===== config.mk =====
export PLATFORM = sky130hd
export DESIGN_NAME = lir_queue
export DESIGN_NICKNAME = d
export VERILOG_FILES = /design/src/rtl/lir_pkg.sv /design/src/rtl/lir_queue.sv
export SDC_FILE = /design/constraint.sdc
export NUM_CORES = 1
export LEC_CHECK = 0
export BUFFER_PORTS_ARGS = -buffer_cell sky130_fd_sc_hd__buf_2
export CAP_MARGIN = 20
export CORE_MARGIN = 3
export CORE_UTILIZATION = 55
export CTS_BUF_LIST = sky130_fd_sc_hd__clkbuf_4
export DETAILED_ROUTE_END_ITERATION = 16
export PLACE_DENSITY = 0.77
export SLEW_MARGIN = 20
export SYNTH_ARGS = -nofsm -noshare
export SYNTH_HDL_FRONTEND = slang
export SYNTH_SLANG_ARGS = --single-unit

===== constraint.sdc =====
create_clock -name clock -period 3 [get_ports clock]
set_input_delay 0.6 -clock clock [delete_from_list [all_inputs] [get_ports clock]]
set_output_delay 0.6 -clock clock [all_outputs]
set_load 0.005 [all_outputs]

===== src/rtl/lir_pkg.sv =====
`timescale 1ns / 1ps
// ----------------------------------------------------------------------------
// lir_pkg
// Shared constants and types of the linear interpolation resampler.
// ----------------------------------------------------------------------------
package lir_pkg;

   localparam int MAX_PHASES  = 256;
   localparam int MAX_BURST   = 16;
   localparam int STEP_BITS   = 4;
   localparam int SAMPLE_W    = 16;
   localparam int WEIGHT_W    = 16;
   localparam int INDEX_W     = 8;
   localparam int PHASE_BITS  = $clog2(MAX_PHASES);
   localparam int PCOUNT_W    = 9;
   localparam int BURST_W     = $clog2(MAX_BURST + 1);
   localparam int QUEUE_DEPTH = 4;
   localparam int QPTR_W      = $clog2(QUEUE_DEPTH);
   localparam int PROD_W      = SAMPLE_W + WEIGHT_W + 1;
   localparam int SUM_W       = PROD_W + 1;
   localparam int FRAC_BITS   = 15;

   typedef enum logic {
      OP_SAMPLE = 1'b0,
      OP_TABLE  = 1'b1
   } opcode_type;

   typedef struct packed {
      opcode_type                  kind;
      logic signed [SAMPLE_W-1:0]  sample;
      logic [INDEX_W-1:0]          index;
      logic [WEIGHT_W-1:0]         weight_cur;
      logic [WEIGHT_W-1:0]         weight_prev;
      logic [STEP_BITS-1:0]        step;
   } cmd_type;

endpackage


===== src/rtl/lir_queue.sv =====
`timescale 1ns / 1ps
// ----------------------------------------------------------------------------
// lir_queue
// Short command queue between the front and back ends.
// ----------------------------------------------------------------------------
module lir_queue
   import lir_pkg::*;
(
   input  logic    clock,
   input  logic    reset,
   input  logic    push_valid,
   output logic    push_ready,
   input  cmd_type push_cmd,
   output logic    pop_valid,
   input  logic    pop_ready,
   output cmd_type pop_cmd
);

   cmd_type           entry_ff [QUEUE_DEPTH];
   logic [QPTR_W-1:0] wr_ptr_ff, wr_ptr_in;
   logic [QPTR_W-1:0] rd_ptr_ff, rd_ptr_in;
   logic [QPTR_W:0]   count_ff, count_in;
   logic              push, pop;

   assign push_ready = (count_ff != (QPTR_W+1)'(QUEUE_DEPTH));
   assign pop_valid  = (count_ff != '0);
   assign pop_cmd    = entry_ff[rd_ptr_ff];
   assign push       = push_valid && push_ready;
   assign pop        = pop_valid && pop_ready;

   always_comb begin
      wr_ptr_in = push ? wr_ptr_ff + 1'b1 : wr_ptr_ff;
      rd_ptr_in = pop  ? rd_ptr_ff + 1'b1 : rd_ptr_ff;
      count_in  = count_ff;
      if (push && !pop) begin
         count_in = count_ff + 1'b1;
      end else if (pop && !push) begin
         count_in = count_ff - 1'b1;
      end
   end

   always_ff @(posedge clock) begin
      if (reset) begin
         wr_ptr_ff <= '0;
         rd_ptr_ff <= '0;
         count_ff  <= '0;
      end else begin
         wr_ptr_ff <= wr_ptr_in;
         rd_ptr_ff <= rd_ptr_in;
         count_ff  <= count_in;
      end
   end

   always_ff @(posedge clock) begin
      if (push) begin
         entry_ff[wr_ptr_ff] <= push_cmd;
      end
   end

endmodule


# --- After elaboration in Yosys (flattened, before gate mapping) ---
# Memory sizes are Yosys's and may differ from the RTL's. A register that Yosys moved wholly into a read port is not among the register bits.
# Index checks and enable logic that the tools add are counted.
word_totals:
  output_inout_bits: 63
  register_bits: 7
  mem_count: 1
  latch_bits: 0
  ramBits: 244
  rom_bits: 0
memory_table:
  columns: ["name", "words", "word_bits", "rd", "rd_clocked_by_memory_dff", "write_ports", "line", "source"]
  rows:
  - ["entry_ff", 4, 61, 1, 1, 1, "lir_queue.sv:19", "cmd_type entry_ff [QUEUE_DEPTH];"]
op_classes:
  order_cmp: 0
  n_div: 0
  n_reduce_logical: 8
  shift: 0
  bitwise_logic: 0
  mul: 0
  n_mux: 6
  n_eq_ne: 1
  add_sub_neg: 4
ops:
  columns: ["cell", "count"]
  rows:
  - ["3-bit 2-to-1 mux", 2]
  - ["2-bit by 1-bit adder with 2-bit output (second input constant)", 2]
  - ["1-bit logical AND", 4]
  - ["2-bit 2-to-1 mux", 2]
  - ["3-bit by 1-bit adder with 3-bit output (second input constant)", 1]
  - ["3-bit != test (second input constant)", 1]
  - ["3-bit nonzero test", 1]
  - ["3-bit by 1-bit subtractor with 3-bit output (second input constant)", 1]
  - ["1-bit zero test", 2]
  - ["1-bit 2-to-1 mux", 2]
  - ["2-bit nonzero test", 1]

# --- Longest topological paths before layout ---
# Gate-level depths: netlist of the first run.
logic_depth:
  ltp_word: 6
  mapped_depth: 8
  ltp_nobuf: 8

# --- Worst setup path before layout of the first run ---
# OpenSTA, ideal clock, no wires.
synth_path:
  path_kind: "input to register"
  start: "input port push_valid"
  end: "memory entry_ff[2][0] (netlist name), enable pin"
  path_slack_ps: 229
  t_required_ps: 2575
  setup_time_ps: 425
  path_stages: 2
  arrival_time_ps: 2346
  cell_sequence: "a21boi_2 > and2_1"
synth_via:
  elab_chain_cells: 3
synth_rtl:
  columns: ["item", "line", "source"]
  rows:
  - ["start, declared", "lir_queue.sv:11", "input logic push_valid,"]
  - ["1-bit logical AND", "lir_queue.sv:28", "assign push = push_valid && push_ready;"]
  - ["1-bit 2-to-1 mux", "lir_queue.sv:55", "if (push) begin"]
  - ["1-bit 2-to-1 mux (not written as such)", "lir_queue.sv:56", "entry_ff[wr_ptr_ff] <= push_cmd;"]
  - ["end, declared", "lir_queue.sv:19", null]
# No other way between the ends.

==> flow_summary.toml, run 1 <==
[placement]
place_ws_ns = 0.6074
place_congestion = 0.7519
hpwl_mm = 10.05
portBuffers = 127
dpl_cell_area_sq_um = 10250
dp.cells = 710

[yosys]
synthesis.area_sq_um = 9335
yosysWarnings = 0
synthArstFlopShare = 0
synth_edf_count = 244
ys_top_cells_by_area = "edfxtp_1, mux4_2, dfxtp_1, buf_12, ha_1"
synth_cells = 367
syn_nets = 438
yosys.area.top_type = "edfxtp_1"
syn_area_per_cell_sq_um = 25.44
ys_seq_elements = 253
synth-main-ff-cell = "edfxtp_1"
yosysTopAreaCellShare = 0.7849
yosysMostFrequentCell = "edfxtp_1"
ys_seq_area_frac = 0.8042
ys_types = 25
yosys-top-cells-count = "edfxtp_1, mux4_2, dfxtp_1"

[cts]
hold_buffers = 0
cts_made_buffers = 60
cts_tree = "done"
clock-sinks = 253
cts_buffer_depth = 3
insertion_delay_ns = 0.63
path_clk_slew_ns = 0.07
htreeDepth = 2
root_buffer = "clkbuf_4"

[power]
switching_power_w = 0.002277
power_density_nw_per_um2 = 819.2
power.share.clock = 0.277
p_sw_frac = 0.2520
ir_worst_vdd_mv = 0.4129
leakage_nw = 3.819
intPower_w = 0.006758
seqPwrFrac = 0.493
power_frac_comb = 0.230

[sta]
worst_slew_pin_slew_ns = 0.5076
fin_skew_ns = 0.01226
setup_slack_ns = 0.2219
slew_viol_final = 0
rsz0062_at_grt = "no"
max_freq_mhz = 360.0
fin_crit_sh = 0.9260
relSlewSlack = 0.6616
hold_violations = 0
setup_viol = 0
tns_ns = 0
fin_crit_ns = 2.778

[cells_and_area]
drive_above_1_share = 0.5109
nets = 632
fin_area_sq_um = 11030
finalNonFillerCells = 816
final_util = 0.6651
syn_to_final_growth_pct = 18.15

[drt]
wl_per_cell_microns = 19.99
vias = 4398
viasPerCell = 5.390
drc = 0
dr.pass1.iters = 4
drt_iter0_markers = 224
routed_wl_mm = 16.31
ant_nets = 0

[global_routing]
grt_max_degree = 48
grtUsageTotal = 0.1813
antenna_found_initial = 2
first_global_vias = 4759
grt-ovfl-total = 0
grt_pass1_wl_mm = 25.37

[worst_setup_path]
setup.worst_path.start_class = "flip-flop"
critPathCaptureType = "primary output"
required_ns = 2.40
reg2regPathDepth = 8
crit_arrival_ns = 2.18
critPathKind = "reg -> out"
crit_path_max_incr_delay_ns = 0.67
timing.rr.end = "count_ff[2]"
r2r_slack_ns = 0.73
crit_path_top_delay_cell = "dfxtp_4"
crit_path_max_fanout = 33
r2r-start = "count_ff[0]"
crit_chain = "buf_4 -> mux4_2 -> buf_2"

[floorplanning]
initial_core_util = 0.5629
fp-row-count = 47
die_h_microns = 136.3
dieArea_sq_um = 18570
die_w_microns = 136.3
io_pins = 128
fp.coreArea_sq_um = 16580

[run_status]
status = "finished, final reports clean"

[hold_path]
worstHoldStart = "push_cmd[0]"
holdPathStages = 1
hold_path.class = "in -> reg"
whs_endpoint = "entry_ff[0][0]"

[job]
drv_cap = 0
-- critical path: cells and delay by family, from the launching register on --
| family | cells | cell delay (ns) |
|---|---|---|
| flip-flops | 1 | 0.67 |
| buffers and inverters | 2 | 0.50 |
| multiplexers | 1 | 0.35 |
-- logic make-up after synthesis --
kind of cell | count (synthesis) | synth area share
flops | 253 | 0.8042
compound gates | 5 | 0.004020
buf+inv | 18 | 0.01930
mux | 64 | 0.1509
fa+ha+maj | 6 | 0.008846
xor+xnor | 4 | 0.003752
simple gates | 17 | 0.008979
-- metal layers --
metal	share of wire	track usage	up-vias
li1	-	-	1976
met1	0.41	0.2415	2230
met2	0.49	0.2796	158
met3	0.082	0.06736	32
met4	0.019	0.06495	2
met5	0.0012	0	-
-- state kept, by name, indices dropped and copies added (netlist names), named ones only --
name	flops
entry_ff	244
count_ff	3
rd_ptr_ff	2
wr_ptr_ff	2
-- per-stage QoR --
stage,power [W],hold WS (ns)
CTS,0.009075,0.1044
floorplan,0.005855,0.4820
global placement,0.006493,0.4982
detailed placement,0.006554,0.5140
global route,0.009533,0.1095
finish,0.009035,0.1694
-- layout by cell type, fill, tap and decap left out, types with 2 or more instances in the layout --
master    count
nand2b_1      2
ha_1          5
edfxtp_1    244
buf_2       127
inv_1         3
clkbuf_4     88
buf_12        7
and2_4        4
dfxtp_4       2
clkinv_1      7
dfxtp_1       7
mux2i_1       2
buf_4        13
xor2_1        4
or3_1         2
mux4_2       60
nor2_1        8
-- how the worst max path moves through the flow --
stage | slack [ns] | cells after the start | from | endpoint
floorplan | 0.23 | 2 | push_valid | entry_ff[2][0]
global placement | 0.70 | 8 | push_valid | count_ff[2]
detailed placement | 0.61 | 8 | push_valid | count_ff[2]
CTS | 0.06 | 3 | flip-flop | pop_cmd[59]
global route | 0.07 | 3 | flip-flop | pop_cmd[51]
finish | 0.22 | 3 | flip-flop | pop_cmd[33]
-- cell type report --
cell class              instances  area [sq um]
flip-flops and latches        253          7515
fillers                      1121          5554
multi-input cells              96          1658
repair buffers                147         873.3
clock buffers                  88         660.6
well taps                     220         275.3
clock inverters                 8         33.78
inverters                       3         11.26
diodes                          1         2.502
-- power by group through the flow --
| stage | registers (W) | logic, W | clock network, W |
|---|---|---|---|
| finish | 0.00445 | 0.00208 | 0.00251 |
| global route | 0.00449 | 0.00227 | 0.00277 |
| CTS | 0.00450 | 0.00199 | 0.00259 |
| detailed placement | 0.00457 | 0.00198 | 0 |
| global placement | 0.00454 | 0.00195 | 0 |
| floorplan | 0.00445 | 0.00140 | 0 |
-- what timing repair did --
item,in CTS,in global routing
resized for setup,0,0
setup buffers,0,9
setup endpoints to repair,0,5
endpoints found under the hold margin,0,0
(Power assumes the default switching activity.)
==> run 2, diff against run 1 <==
--- a/config.mk
+++ b/config.mk
@@ -11,8 +11,9 @@
 export CORE_UTILIZATION = 55
 export CTS_BUF_LIST = sky130_fd_sc_hd__clkbuf_4
 export DETAILED_ROUTE_END_ITERATION = 16
+export GPL_TIMING_DRIVEN = 0
 export PLACE_DENSITY = 0.77
-export SLEW_MARGIN = 20
+export SLEW_MARGIN = 5
 export SYNTH_ARGS = -nofsm -noshare
 export SYNTH_HDL_FRONTEND = slang
 export SYNTH_SLANG_ARGS = --single-unit
==> run 2 against run 1 <==
- non-clock buffer count shrank 2
- sequential power shrank 1%
- via count grew 1.5%
- utilization shrank 0.060 points
- clock skew grew 0.023 ns
- total power is essentially flat
- fmax grew 0.36%
- sequential share of layout area is essentially flat
- hold slack lost 0.011 ns
- largest cell class unchanged
- largest power group unchanged
==> flow_summary.toml, run 2 (synthesis gave the netlist of run 1 again) <==
[run_status]
status = "finished, final reports clean"

[floorplanning]
dieArea_sq_um = 18570
io_pins = 128
die_w_microns = 136.3
die_h_microns = 136.3
initial_core_util = 0.5629
fp-row-count = 47
fp.coreArea_sq_um = 16580

[sta]
fin_crit_ns = 2.768
setup_viol = 0
slew_viol_final = 0
worst_slew_pin_slew_ns = 0.5011
fin_skew_ns = 0.03566
relSlewSlack = 0.6660
max_freq_mhz = 361.3
hold_violations = 0
fin_crit_sh = 0.9227
rsz0062_at_grt = "no"

[cells_and_area]
final_cell_mix = "edfxtp_1, buf_2, clkbuf_4"
top_regs = "entry_ff: 244 flops, count_ff: 3 flops"
largest_reg_flops = 244
fin_area_sq_um = 11020
antenna_cells = 0
regArea_sq_um = 7507
regMostFlops = "entry_ff"
drive_above_1_share = 0.5025
nets = 631
syn_to_final_growth_pct = 18.04
multi_input_area_sq_um = 1658
layout_commonest_cell = "edfxtp_1"
fillers = 1138
final_util = 0.6645

[worst_setup_path]
crit_path_top_delay_cell = "mux4_2"
critPathCaptureType = "primary output"
setup.worst_path.start_class = "flip-flop"
crit_path_frequent_cell = "buf_2"
crit_path_max_fanout = 10
crit_path_max_incr_delay_ns = 0.37
r2r_slack_ns = 0.59
required_ns = 2.40
critPathKind = "reg -> out"
crit_chain = "buf_1 -> buf_2 -> mux4_2 -> buf_2"
crit_arrival_ns = 2.17

[global_routing]
grtUsageTotal = 0.1847
grt-ovfl-total = 0
first_global_vias = 4762
grt_max_degree = 37
grt_pass1_wl_mm = 25.65
antenna_found_initial = 1

[cts]
root_buffer = "clkbuf_4"
cts_buffer_depth = 3
cts_made_buffers = 61
cts_resized = 0
htreeDepth = 2
clock-sinks = 253
cts_tree = "done"
hold_buffers = 0
path_clk_slew_ns = 0.06
insertion_delay_ns = 0.65
cts_setup_buffers = 0

[power]
ir_worst_vdd_mv = 0.4389
seqPwrFrac = 0.486
switching_power_w = 0.002280
power.share.clock = 0.275
intPower_w = 0.006759
power_frac_comb = 0.239
leakage_nw = 3.815
p_sw_frac = 0.2523
power_density_nw_per_um2 = 820.3

[placement]
place_congestion = 0.7352
portBuffers = 126
hpwl_mm = 10.40
dpl_cell_area_sq_um = 10330

[drt]
viasPerCell = 5.488
drc = 0
routed_wl_mm = 16.52
vias = 4462
dr.pass1.iters = 4
drt_iter0_markers = 255
wl_per_cell_microns = 20.31
ant_nets = 0

[job]
drv_cap = 0

[hold_path]
hold_path.class = "in -> reg"
==> run 2: changes by cell type in the layout (fill, tap and decap cells not counted) <==
cell,before,now
buf_1,0,1
buf_12,7,10
buf_2,127,132
buf_4,13,0
buf_6,0,1
clkbuf_1,0,1
clkbuf_4,88,87
clkinv_2,0,1
clkinvlp_4,1,0
dfxtp_1,7,9
dfxtp_4,2,0
diode_2,1,0
inv_2,0,1
==> run 2: through the flow <==
stage | setup TNS (ns) | std cells | hold WS (ns) | total power, W | setup WS (ns)
floorplan | 0 | 367 | 0.4820 | 0.005855 | 0.2291
global placement | -231.77 | 713 | 0.4899 | 0.006596 | -0.9611
detailed placement | 0 | 717 | 0.5169 | 0.006686 | 0.5280
CTS | 0 | 813 | 0.08867 | 0.009190 | 0.1149
global route | 0 | 813 | 0.09802 | 0.009541 | 0.03142
finish | 0 | 813 | 0.1585 | 0.009039 | 0.2320
==> run 2: power by group through the flow <==
stage                     logic [W]  registers (W)  clock network [W]
final                       0.00216        0.00440            0.00249
after floorplan             0.00140        0.00445                  0
after global routing        0.00236        0.00442            0.00276
after global placement      0.00212        0.00448                  0
after detailed placement    0.00221        0.00447                  0
after CTS                   0.00222        0.00440            0.00257
==> run 2: area by class of cell <==
type / count / share of cell area
timing repair buffer: 130 / 0.06449
sequential: 253 / 0.6813
clock buffer: 87 / 0.05927
clock inverter: 9 / 0.003179
tap: 220 / 0.02498
multi-input combinational: 96 / 0.1504
inverter: 3 / 0.001022
buffer: 15 / 0.01533
==> run 2: worst max-delay path, delay by kind of cell, from the launching register on <==
kind | cells | cell delay (ns)
buffers and inverters | 3 | 0.87
multiplexers | 1 | 0.37
flip-flops | 1 | 0.30
==> run 2: layer usage <==
metal	part of all wire	up-vias	track usage	routed length, microns
li1	-	1973	-	-
met1	0.40	2291	0.2422	6670
met2	0.51	175	0.3010	8437
met3	0.072	21	0.05625	1185
met4	0.013	2	0.05879	208
met5	0.00079	-	0	13
==> run 2: worst paths after layout <==
check,end,from,cells past startpoint
worst max register to register,count_ff[2],count_ff[0],8
worst max-delay path,pop_cmd[37],flip-flop,4
worst min-delay path,entry_ff[2][23],push_cmd[23],1
worst min register to register,wr_ptr_ff[1],wr_ptr_ff[1],2
