===== src/rtl/lir_pkg.sv =====
`timescale 1ns / 1ps
// ----------------------------------------------------------------------------
// lir_pkg
// Shared constants and types of the linear interpolation resampler.
// ----------------------------------------------------------------------------
package lir_pkg;

   localparam int MAX_PHASES  = 256;
   localparam int MAX_BURST   = 16;
   localparam int STEP_BITS   = 4;
   localparam int SAMPLE_W    = 16;
   localparam int WEIGHT_W    = 16;
   localparam int INDEX_W     = 8;
   localparam int PHASE_BITS  = $clog2(MAX_PHASES);
   localparam int PCOUNT_W    = 9;
   localparam int BURST_W     = $clog2(MAX_BURST + 1);
   localparam int QUEUE_DEPTH = 4;
   localparam int QPTR_W      = $clog2(QUEUE_DEPTH);
   localparam int PROD_W      = SAMPLE_W + WEIGHT_W + 1;
   localparam int SUM_W       = PROD_W + 1;
   localparam int FRAC_BITS   = 15;

   typedef enum logic {
      OP_SAMPLE = 1'b0,
      OP_TABLE  = 1'b1
   } opcode_type;

   typedef struct packed {
      opcode_type                  kind;
      logic signed [SAMPLE_W-1:0]  sample;
      logic [INDEX_W-1:0]          index;
      logic [WEIGHT_W-1:0]         weight_cur;
      logic [WEIGHT_W-1:0]         weight_prev;
      logic [STEP_BITS-1:0]        step;
   } cmd_type;

endpackage


===== src/rtl/lir_if.sv =====
`timescale 1ns / 1ps
// ----------------------------------------------------------------------------
// lir_if
// Request and response channels of the resampler, valid/ready handshake.
// ----------------------------------------------------------------------------
interface lir_req_if;
   logic               valid;
   logic               ready;
   logic               opcode;
   logic signed [15:0] in_sample;
   logic [7:0]         entry_index;
   logic [15:0]        weight_current;
   logic [15:0]        weight_previous;
   logic [3:0]         step;

   modport source (
      output valid, opcode, in_sample, entry_index, weight_current, weight_previous, step,
      input  ready
   );
   modport sink (
      input  valid, opcode, in_sample, entry_index, weight_current, weight_previous, step,
      output ready
   );
endinterface



===== src/rtl/lir_front.sv =====
`timescale 1ns / 1ps
// ----------------------------------------------------------------------------
// lir_front
// Input stage: accept request words, decode the opcode and hand commands on.
// ----------------------------------------------------------------------------
module lir_front
   import lir_pkg::*;
(
   input  logic       clock,
   input  logic       reset,
   lir_req_if.sink    req_ch,
   output logic       cmd_valid,
   input  logic       cmd_ready,
   output cmd_type    cmd
);

   logic    valid_ff, valid_in;
   cmd_type cmd_ff, cmd_in;
   logic    accept;

   assign req_ch.ready = !valid_ff || cmd_ready;
   assign accept       = req_ch.valid && req_ch.ready;

   always_comb begin
      cmd_in             = cmd_ff;
      valid_in           = valid_ff;
      if (cmd_ready) begin
         valid_in = 1'b0;
      end
      if (accept) begin
         valid_in           = 1'b1;
         cmd_in.kind        = req_ch.opcode ? OP_TABLE : OP_SAMPLE;
         cmd_in.sample      = req_ch.in_sample;
         cmd_in.index       = req_ch.entry_index;
         cmd_in.weight_cur  = req_ch.weight_current;
         cmd_in.weight_prev = req_ch.weight_previous;
         cmd_in.step        = req_ch.step[STEP_BITS-1:0];
      end
   end

   always_ff @(posedge clock) begin
      if (reset) begin
         valid_ff <= 1'b0;
      end else begin
         valid_ff <= valid_in;
      end
      cmd_ff <= cmd_in;
   end

   assign cmd_valid = valid_ff;
   assign cmd       = cmd_ff;

endmodule


===== src/flat_wrapper.sv =====
// flat-port wrapper written by rule: the top's interface ports become plain ports
module lir_front_flat import lir_pkg::*;
  (clock, reset, cmd_valid, cmd_ready, cmd, req_ch_valid, req_ch_opcode, req_ch_in_sample, req_ch_entry_index, req_ch_weight_current, req_ch_weight_previous, req_ch_step, req_ch_ready);
  lir_req_if req_ch_i ();
  input  logic clock;
  input  logic reset;
  output logic cmd_valid;
  input  logic cmd_ready;
  output cmd_type cmd;
  input wire logic [$bits(req_ch_i.valid)-1:0] req_ch_valid;
  input wire logic [$bits(req_ch_i.opcode)-1:0] req_ch_opcode;
  input wire logic [$bits(req_ch_i.in_sample)-1:0] req_ch_in_sample;
  input wire logic [$bits(req_ch_i.entry_index)-1:0] req_ch_entry_index;
  input wire logic [$bits(req_ch_i.weight_current)-1:0] req_ch_weight_current;
  input wire logic [$bits(req_ch_i.weight_previous)-1:0] req_ch_weight_previous;
  input wire logic [$bits(req_ch_i.step)-1:0] req_ch_step;
  output wire logic [$bits(req_ch_i.ready)-1:0] req_ch_ready;
  assign req_ch_i.valid = req_ch_valid;
  assign req_ch_i.opcode = req_ch_opcode;
  assign req_ch_i.in_sample = req_ch_in_sample;
  assign req_ch_i.entry_index = req_ch_entry_index;
  assign req_ch_i.weight_current = req_ch_weight_current;
  assign req_ch_i.weight_previous = req_ch_weight_previous;
  assign req_ch_i.step = req_ch_step;
  assign req_ch_ready = req_ch_i.ready;
  lir_front u_core (.clock(clock), .reset(reset), .req_ch(req_ch_i), .cmd_valid(cmd_valid), .cmd_ready(cmd_ready), .cmd(cmd));
endmodule

===== config.mk =====
export PLATFORM = sky130hd
export DESIGN_NAME = lir_front_flat
export DESIGN_NICKNAME = d
export VERILOG_FILES = /design/src/rtl/lir_pkg.sv /design/src/rtl/lir_if.sv /design/src/rtl/lir_front.sv /design/src/flat_wrapper.sv
export SDC_FILE = /design/constraint.sdc
export NUM_CORES = 1
export LEC_CHECK = 0
export ABC_AREA = 1
export BUFFER_PORTS_ARGS = -buffer_cell sky130_fd_sc_hd__buf_4
export CAP_MARGIN = 20
export CORE_UTILIZATION = 43
export DETAILED_ROUTE_END_ITERATION = 8
export GPL_TIMING_DRIVEN = 0
export PLACE_DENSITY = 0.9
export SLEW_MARGIN = 0
export SYNTH_ARGS = -nofsm -noshare
export SYNTH_HDL_FRONTEND = slang
export SYNTH_SLANG_ARGS = --single-unit

===== constraint.sdc =====
create_clock -name clock -period 6.34 [get_ports clock]
set_input_delay 0.634 -clock clock [delete_from_list [all_inputs] [get_ports clock]]
set_output_delay 0.634 -clock clock [all_outputs]
set_load 0.03 [all_outputs]

; ---- Yosys cells after proc, flatten, opt, wreduce, memory -nomap -nowiden
; Cells that the tools add are included.
; W data, S select, Z words.
[totals]
reg_bits = 62
inputBits = 65
out_inout_bits = 63
word_cells = 14
[classes]
n_mux = 3
reduce_logical = 4
[op_table]
columns = operator, n
row1 = $mux W1, 3
row2 = $reduce_bool A2 Y1, 1
row3 = $logic_and A1 B1 Y1, 1
row4 = $logic_not A1 Y1, 1
row5 = $logic_or A1 B1 Y1, 1

; ---- Depth between registers and ports, before layout
; Gate-level depths: netlist of run 1.
[depth]
ltp_word = 4
depth_mapped = 3
depth_no_buf = 3

; ---- Worst setup path after synthesis of run 1
; OpenSTA, ideal clock, no wires.
[synth_timing]
kind = input to register
start = input port req_ch_valid
end = register u_core.cmd_ff, in the netlist u_core.cmd[0] (enable)
setup_time_ps = 500
arrival_ps = 3654
required_time_ps = 5840
setup_slack_ps = 2186
path_stages = 2
n_path_buf = 0
path_cell_list = inv_1 > a21oi_1
[synth_via]
elab_chain_len = 1
[synth_lines]
columns = item, line
row1 = start: declaration, flat_wrapper.sv:10  ; input wire logic [$bits(req_ch_i.valid)-1:0] req_ch_valid;
row2 = $logic_and A1 B1 Y1, lir_front.sv:22  ; assign accept = req_ch.valid && req_ch.ready;
row3 = named net u_core.accept, lir_front.sv:19  ; logic accept;
row4 = end signal: assignment, lir_front.sv:47  ; cmd_ff <= cmd_in;
row5 = end: declaration, lir_front.sv:18  ; cmd_type cmd_ff, cmd_in;
; The timed path passes the listed nets, and every way through them passes these cells.
; A chain may end at the register's enable or synchronous reset.

; ---- Worst setup path in the final report of run 1
[layout_timing]
start = register u_core.valid_ff, in the netlist u_core.cmd_valid
end = output port req_ch_ready
[layout_via]
elab_chain_len = 2
[layout_lines]
columns = item, line
row1 = start: declaration, lir_front.sv:17  ; logic valid_ff, valid_in;
row2 = start signal: assignment, lir_front.sv:45  ; valid_ff <= valid_in;
row3 = $logic_not A1 Y1, lir_front.sv:21  ; assign req_ch.ready = !valid_ff || cmd_ready;
row4 = $logic_or A1 B1 Y1, lir_front.sv:21
row5 = end: declaration, flat_wrapper.sv:17  ; output wire logic [$bits(req_ch_i.ready)-1:0] req_ch_ready;
; Every way passes these cells.

==> flow_metrics.env, run 1 <==
export IMPL_status="completed"
export IMPL_clkSinkCount=62
export IMPL_die_width_um=68.11
export IMPL_required_ns=5.71
export IMPL_post_dp_hpwl_mm=3.236
export IMPL_pin_count=128
export IMPL_first_pass_iters=4
export IMPL_place_gp_congestion=0.7165
export IMPL_path_cells="nand2_2, buf_4"
export IMPL_die_h_um=68.11
export IMPL_relSlewSlack_pct=57.10
export IMPL_drv_slew=0
export IMPL_core_um2=4086
export IMPL_cts_setup_buffers=0
export IMPL_cp_start_kind="flop"
export IMPL_maxCapViolCount=0
export IMPL_wire_per_inst_um=17.40
export IMPL_synth_cell_types=7
export IMPL_final_setup_skew_ns=0.006384
export IMPL_path_class="flop to output pin"
export IMPL_hold_start="reset"
export IMPL_synth_seq_cells=62
export IMPL_grt_usage_pct=21.26
export IMPL_grt_pass1_wl_mm=6.417
export IMPL_p_leak_nw=1.369
export IMPL_net_switching_power_uw=229.8
export IMPL_cts_hold_buffers=0
export IMPL_power_frac_seq_pct=47.5
export IMPL_drive_gt1_share_pct=70.28
export IMPL_fmax_mhz=591.5
export IMPL_fin_crit_ns=1.691
export IMPL_ant_nets=0
export IMPL_clkLatencyLatePin_ns=0.33
export IMPL_syn_nets=132
export IMPL_cts_resized=0
export IMPL_antenna_cells=0
export IMPL_worst_slew_pin_slew_ns=0.6421
export IMPL_grt_pass1_vias=1284
export IMPL_p_int_uw=795.0
export IMPL_synth_cells=67
export IMPL_cp_slowest_stage_delay_ns=0.45
export IMPL_vias=1205
export IMPL_timing_final_ws_setup_ns=4.649
export IMPL_mappedNetlistArea_um2=1879
export IMPL_min_path_type="input pin to flop"
export IMPL_synth_seq_area_share_pct=98.54
export IMPL_place_worst_setup_slack_ns=4.486
export IMPL_critPathLaunch="u_core.cmd_valid$_SDFFE_PP0P_"
export IMPL_cts_buffers=9
export IMPL_antenna_found_initial=0
export IMPL_switching_share_pct=22.42
export IMPL_timing_rr_start="u_core.cmd_valid$_SDFFE_PP0P_"
export IMPL_drc=0
export IMPL_finalSetupTns_ns=0
export IMPL_worstSetupEndpointType="output pin"
export IMPL_numPortBuffers=127
export IMPL_arrival_ns=1.06
export IMPL_power_total_mw=1.025
export IMPL_hold_viol=0
export IMPL_cts_buffer_depth=2
export IMPL_wl_met1_mm=1.446
export IMPL_cts_root_buf="clkbuf_8"
export IMPL_grt_overflow_total=0
export IMPL_wl_met3_um=619
export IMPL_cts_tree="built"
export IMPL_fin_nets=272
export IMPL_wl_met2_mm=2.407
export IMPL_period_share_pct=26.67
export IMPL_clk_pin_slew_ns=0.07
export IMPL_ctsHtreeMaxLevel=3
export IMPL_synth_area_per_cell_um2=28.05
export IMPL_critical_path_peak_fanout=3
export IMPL_whs_ns=0.4607
export IMPL_vdd_drop_max_mv=0.1963
export IMPL_setup_viol=0
export IMPL_viasPerCell=4.599
export IMPL_yosys_warnings=0
export IMPL_slowest_stage="dfxtp_1"
export IMPL_utilization_pct=78.26
export IMPL_wirelength_mm=4.558
export IMPL_die_area_um2=4639
export IMPL_grt_setup_unrepaired="no"
export IMPL_combPwrFrac_pct=12.8
export IMPL_area_growth_pct=70.17
export IMPL_power_density_nw_per_um2=320.4
export IMPL_grt_max_degree=27
export IMPL_highest_layer="met4"
export IMPL_start_util_pct=45.99
export IMPL_drt_iter0_markers=65
export IMPL_p_clk_share_pct=39.7
export IMPL_placementRows=23
==> layout by cell type, fill, tap and decap left out <==
master,synthesis,layout
buf_4,0,127
edfxtp_1,61,61
clkbuf_8,0,9
clkinv_2,0,3
bufinv_16,0,3
buf_16,0,2
inv_2,1,1
inv_1,1,1
a21oi_4,0,1
nand2_2,1,1
a21oi_2,1,1
clkinvlp_4,0,1
dfxtp_1,1,1
==> state kept, by name, summed over array words and instances, names as in the netlist <==
name and cells:
u_core.cmd 61, u_core.cmd_valid 1
==> final cells by class <==
cell class	count	area (um2)
clock buffer	9	123.9
clock inverter	7	112.6
fill	230	888.4
timing repair buffer	129	1008
tap	50	62.56
sequential	62	1852
multi-input combinational	3	31.28
inverter	2	7.507
==> cell families (layout without fill, tap and decap cells) <==
kind of cell / after synthesis / after routing / share of synthesized area (%)
AOI/OAI and AO/OA: 2 / 2 / 0.7322
buffers and inverters: 2 / 147 / 0.3991
and+or+nand+nor: 1 / 1 / 0.3331
DFF: 62 / 62 / 98.54
==> power by group through the flow <==
stage | sequential [mW] | clock [mW] | combinational [mW]
6_report | 0.486 | 0.407 | 0.131
3_3_place_gp | 0.497 | 0 | 0.122
4_1_cts | 0.487 | 0.414 | 0.132
2_1_floorplan | 0.544 | 0 | 0.00873
5_1_grt | 0.488 | 0.431 | 0.137
3_5_place_dp | 0.495 | 0 | 0.131
==> worst paths after layout <==
kind                                        end  slack (ns)  cells past startpoint
setup / recovery                   req_ch_ready        4.65                      2
hold / removal    u_core.cmd_valid$_SDFFE_PP0P_        0.46                      2
setup reg to reg       u_core.cmd[55]$_DFFE_PP_        4.84                      2
hold reg to reg   u_core.cmd_valid$_SDFFE_PP0P_        0.59                      2
==> cells in the mapped netlist, drive strengths merged <==
library cell	n	area share [%]
edfxtp	61	97
a21oi	2	0.73
inv	2	0.40
dfxtp	1	1.1
nand2	1	0.33
==> worst max-delay path: cells and delay by family (launching register included) <==
family / cells / cell delay [ns]
buf+inv: 1 / 0.17
simple gates: 1 / 0.10
flops: 1 / 0.45
==> per-stage QoR <==
step           instance area [um2]  instances
2_1_floorplan                 1879         67
3_3_place_gp                  2895        244
3_5_place_dp                  2962        246
4_1_cts                       3198        262
5_1_grt                       3198        262
6_report                      3198        262
==> routing by layer <==
layer,global-route usage (%),up-vias
met1,19.75,553
met5,0,-
met2,35.17,89
li1,-,551
met3,13.00,12
met4,12.50,0
Power figures use the tool's default switching activity.
==> run 2: changes to the inputs <==
--- a/config.mk
+++ b/config.mk
@@ -8,10 +8,10 @@
 export ABC_AREA = 1
 export BUFFER_PORTS_ARGS = -buffer_cell sky130_fd_sc_hd__buf_4
 export CAP_MARGIN = 20
-export CORE_UTILIZATION = 43
+export CORE_UTILIZATION = 36
 export DETAILED_ROUTE_END_ITERATION = 8
 export GPL_TIMING_DRIVEN = 0
-export PLACE_DENSITY = 0.9
+export PLACE_DENSITY = 0.81
 export SLEW_MARGIN = 0
 export SYNTH_ARGS = -nofsm -noshare
 export SYNTH_HDL_FRONTEND = slang
==> constraint.sdc (replaced) <==
create_clock -name clock -period 1.47 [get_ports clock]
set_input_delay 0.147 -clock clock [delete_from_list [all_inputs] [get_ports clock]]
set_output_delay 0.147 -clock clock [all_outputs]
set_load 0.03 [all_outputs]
==> flow_metrics.env, run 2 (synthesis gave the netlist of run 1 again) <==
export IMPL_grt_usage_pct=25.05
export IMPL_drive_gt1_share_pct=54.35
export IMPL_utilization_pct=79.62
export IMPL_cts_buffers=9
export IMPL_p_leak_nw=1.642
export IMPL_die_width_um=74.25
export IMPL_fillCellCount=245
export IMPL_relSlewSlack_pct=89.03
export IMPL_grt_pass1_wl_mm=9.177
export IMPL_p_clk_share_pct=38.7
export IMPL_period_share_pct=79.29
export IMPL_worst_slew_pin_slew_ns=0.1643
export IMPL_cts_resized=0
export IMPL_net_switching_power_mw=1.077
export IMPL_drt_iter0_markers=76
export IMPL_post_dp_hpwl_mm=3.217
export IMPL_maxCapViolCount=0
export IMPL_grt_max_degree=25
export IMPL_antenna_found_initial=0
export IMPL_arrival_ns=1.20
export IMPL_largest_register_ffs=61
export IMPL_viasPerCell=4.437
export IMPL_fmax_mhz=858.0
export IMPL_placementRows=25
export IMPL_dp_cells=263
export IMPL_timing_final_ws_setup_ns=0.3044
export IMPL_clkSinkCount=62
export IMPL_wirelength_mm=6.424
export IMPL_drv_slew=0
export IMPL_ctsHtreeMaxLevel=3
export IMPL_place_gp_congestion=0.6854
export IMPL_p_int_mw=3.558
export IMPL_ant_nets=0
export IMPL_grt_setup_unrepaired="no"
export IMPL_drc=0
export IMPL_required_ns=1.51
export IMPL_numPortBuffers=127
export IMPL_die_h_um=74.25
export IMPL_setup_viol=0
export IMPL_mostFrequentLayoutCells="buf_4, dlygate4sd3_1, edfxtp_1"
export IMPL_switching_share_pct=23.24
export IMPL_first_pass_iters=4
export IMPL_cp_start_kind="flop"
export IMPL_wire_per_inst_um=18.73
export IMPL_rr_worst_depth=3
export IMPL_path_class="flop to flop"
export IMPL_die_area_um2=5513
export IMPL_antenna_cells=0
export IMPL_clkLatencyLatePin_ns=0.34
export IMPL_combPwrFrac_pct=15.9
export IMPL_hold_viol=0
export IMPL_core_um2=4880
export IMPL_cts_buffer_depth=2
export IMPL_power_frac_seq_pct=45.4
export IMPL_start_util_pct=38.51
export IMPL_final_cells=343
export IMPL_area_growth_pct=106.7
export IMPL_grt_overflow_total=0
export IMPL_vdd_drop_max_mv=0.9526
export IMPL_min_path_type="input pin to flop"
export IMPL_fin_nets=336
export IMPL_layout_commonest_cell="buf_4"
export IMPL_critical_path_peak_fanout=24
export IMPL_grt_pass1_vias=1710
export IMPL_pin_count=128
export IMPL_final_setup_skew_ns=0.01093
export IMPL_holdPathStages=4
export IMPL_cts_tree="built"
export IMPL_vias=1522
export IMPL_cts_root_buf="clkbuf_8"
export IMPL_fin_crit_ns=1.166
export IMPL_finalSetupTns_ns=0
export IMPL_worstSetupEndpointType="flop"
export IMPL_status="completed"
export IMPL_clk_pin_slew_ns=0.07
export IMPL_power_density_nw_per_um2=1193
export IMPL_place_worst_setup_slack_ns=-0.005091
==> run 2: cell types whose count changed in the layout (fill, tap and decap cells not counted) <==
cell / change
buf_12: +2
clkbuf_1: +1
clkinv_1: +1
clkinv_2: -3
clkinv_4: +1
dfxtp_1: -1
dfxtp_4: +1
dlygate4sd3_1: +62
==> run 2: cell type report <==
type                    instances  area (um2)  share of cell area [%]
flip-flops and latches         62        1856                   47.76
clock inverters                 6       110.1                   2.834
well taps                      67       83.83                   2.158
inverters                       2       7.507                  0.1932
repair buffers                193        1669                   42.96
multi-input cells               3       31.28                  0.8052
clock buffers                  10       127.6                   3.285
==> run 2: final timing paths <==
check	startpoint	end	slack [ns]
worst max-delay path	u_core.cmd_valid$_SDFFE_PP0P_	u_core.cmd[42]$_DFFE_PP_	0.30
worst min-delay path	cmd_ready	u_core.cmd_valid$_SDFFE_PP0P_	0.13
worst max register to register	u_core.cmd_valid$_SDFFE_PP0P_	u_core.cmd[42]$_DFFE_PP_	0.30
worst min register to register	u_core.cmd_valid$_SDFFE_PP0P_	u_core.cmd_valid$_SDFFE_PP0P_	0.57
==> run 2: critical path, stage by stage, from the launching register on <==
cell and delay, ns:
dfxtp_4 0.37, a21oi_4 0.17, buf_12 0.15, buf_16 0.17
==> run 2: per-stage QoR <==
step | hold WS, ns | total power, mW | instance area [um2]
6_report | 0.1298 | 4.636 | 3885
5_1_grt | 0.1180 | 4.764 | 3885
4_1_cts | 0.1043 | 4.616 | 3885
3_5_place_dp | 0.2971 | 2.700 | 2987
3_3_place_gp | 0.2953 | 2.664 | 2932
2_1_floorplan | 0.2003 | 2.381 | 1894
==> run 2: metal layers <==
| metal | GRT usage, % | vias up | wire length, um |
|---|---|---|---|
| met1 | 29.34 | 730 | 2394 |
| li1 | - | 677 | - |
| met3 | 10.43 | 17 | 577 |
| met4 | 11.11 | 0 | 179 |
| met2 | 40.71 | 98 | 3272 |
| met5 | 0 | - | 0 |
==> run 2: timing repair <==
item,in CTS,in global routing
buffers inserted,2,0
endpoints found under the setup margin,46,0
hold endpoints to repair,62,0
hold buffers,62,0
==> run 2: power by group through the flow <==
stage | Combinational (mW) | Clock, mW | Sequential [mW]
CTS | 0.719 | 1.80 | 2.10
finish | 0.736 | 1.80 | 2.10
global route | 0.765 | 1.89 | 2.11
detailed placement | 0.567 | 0 | 2.13
global placement | 0.533 | 0 | 2.13
floorplan | 0.0407 | 0 | 2.34
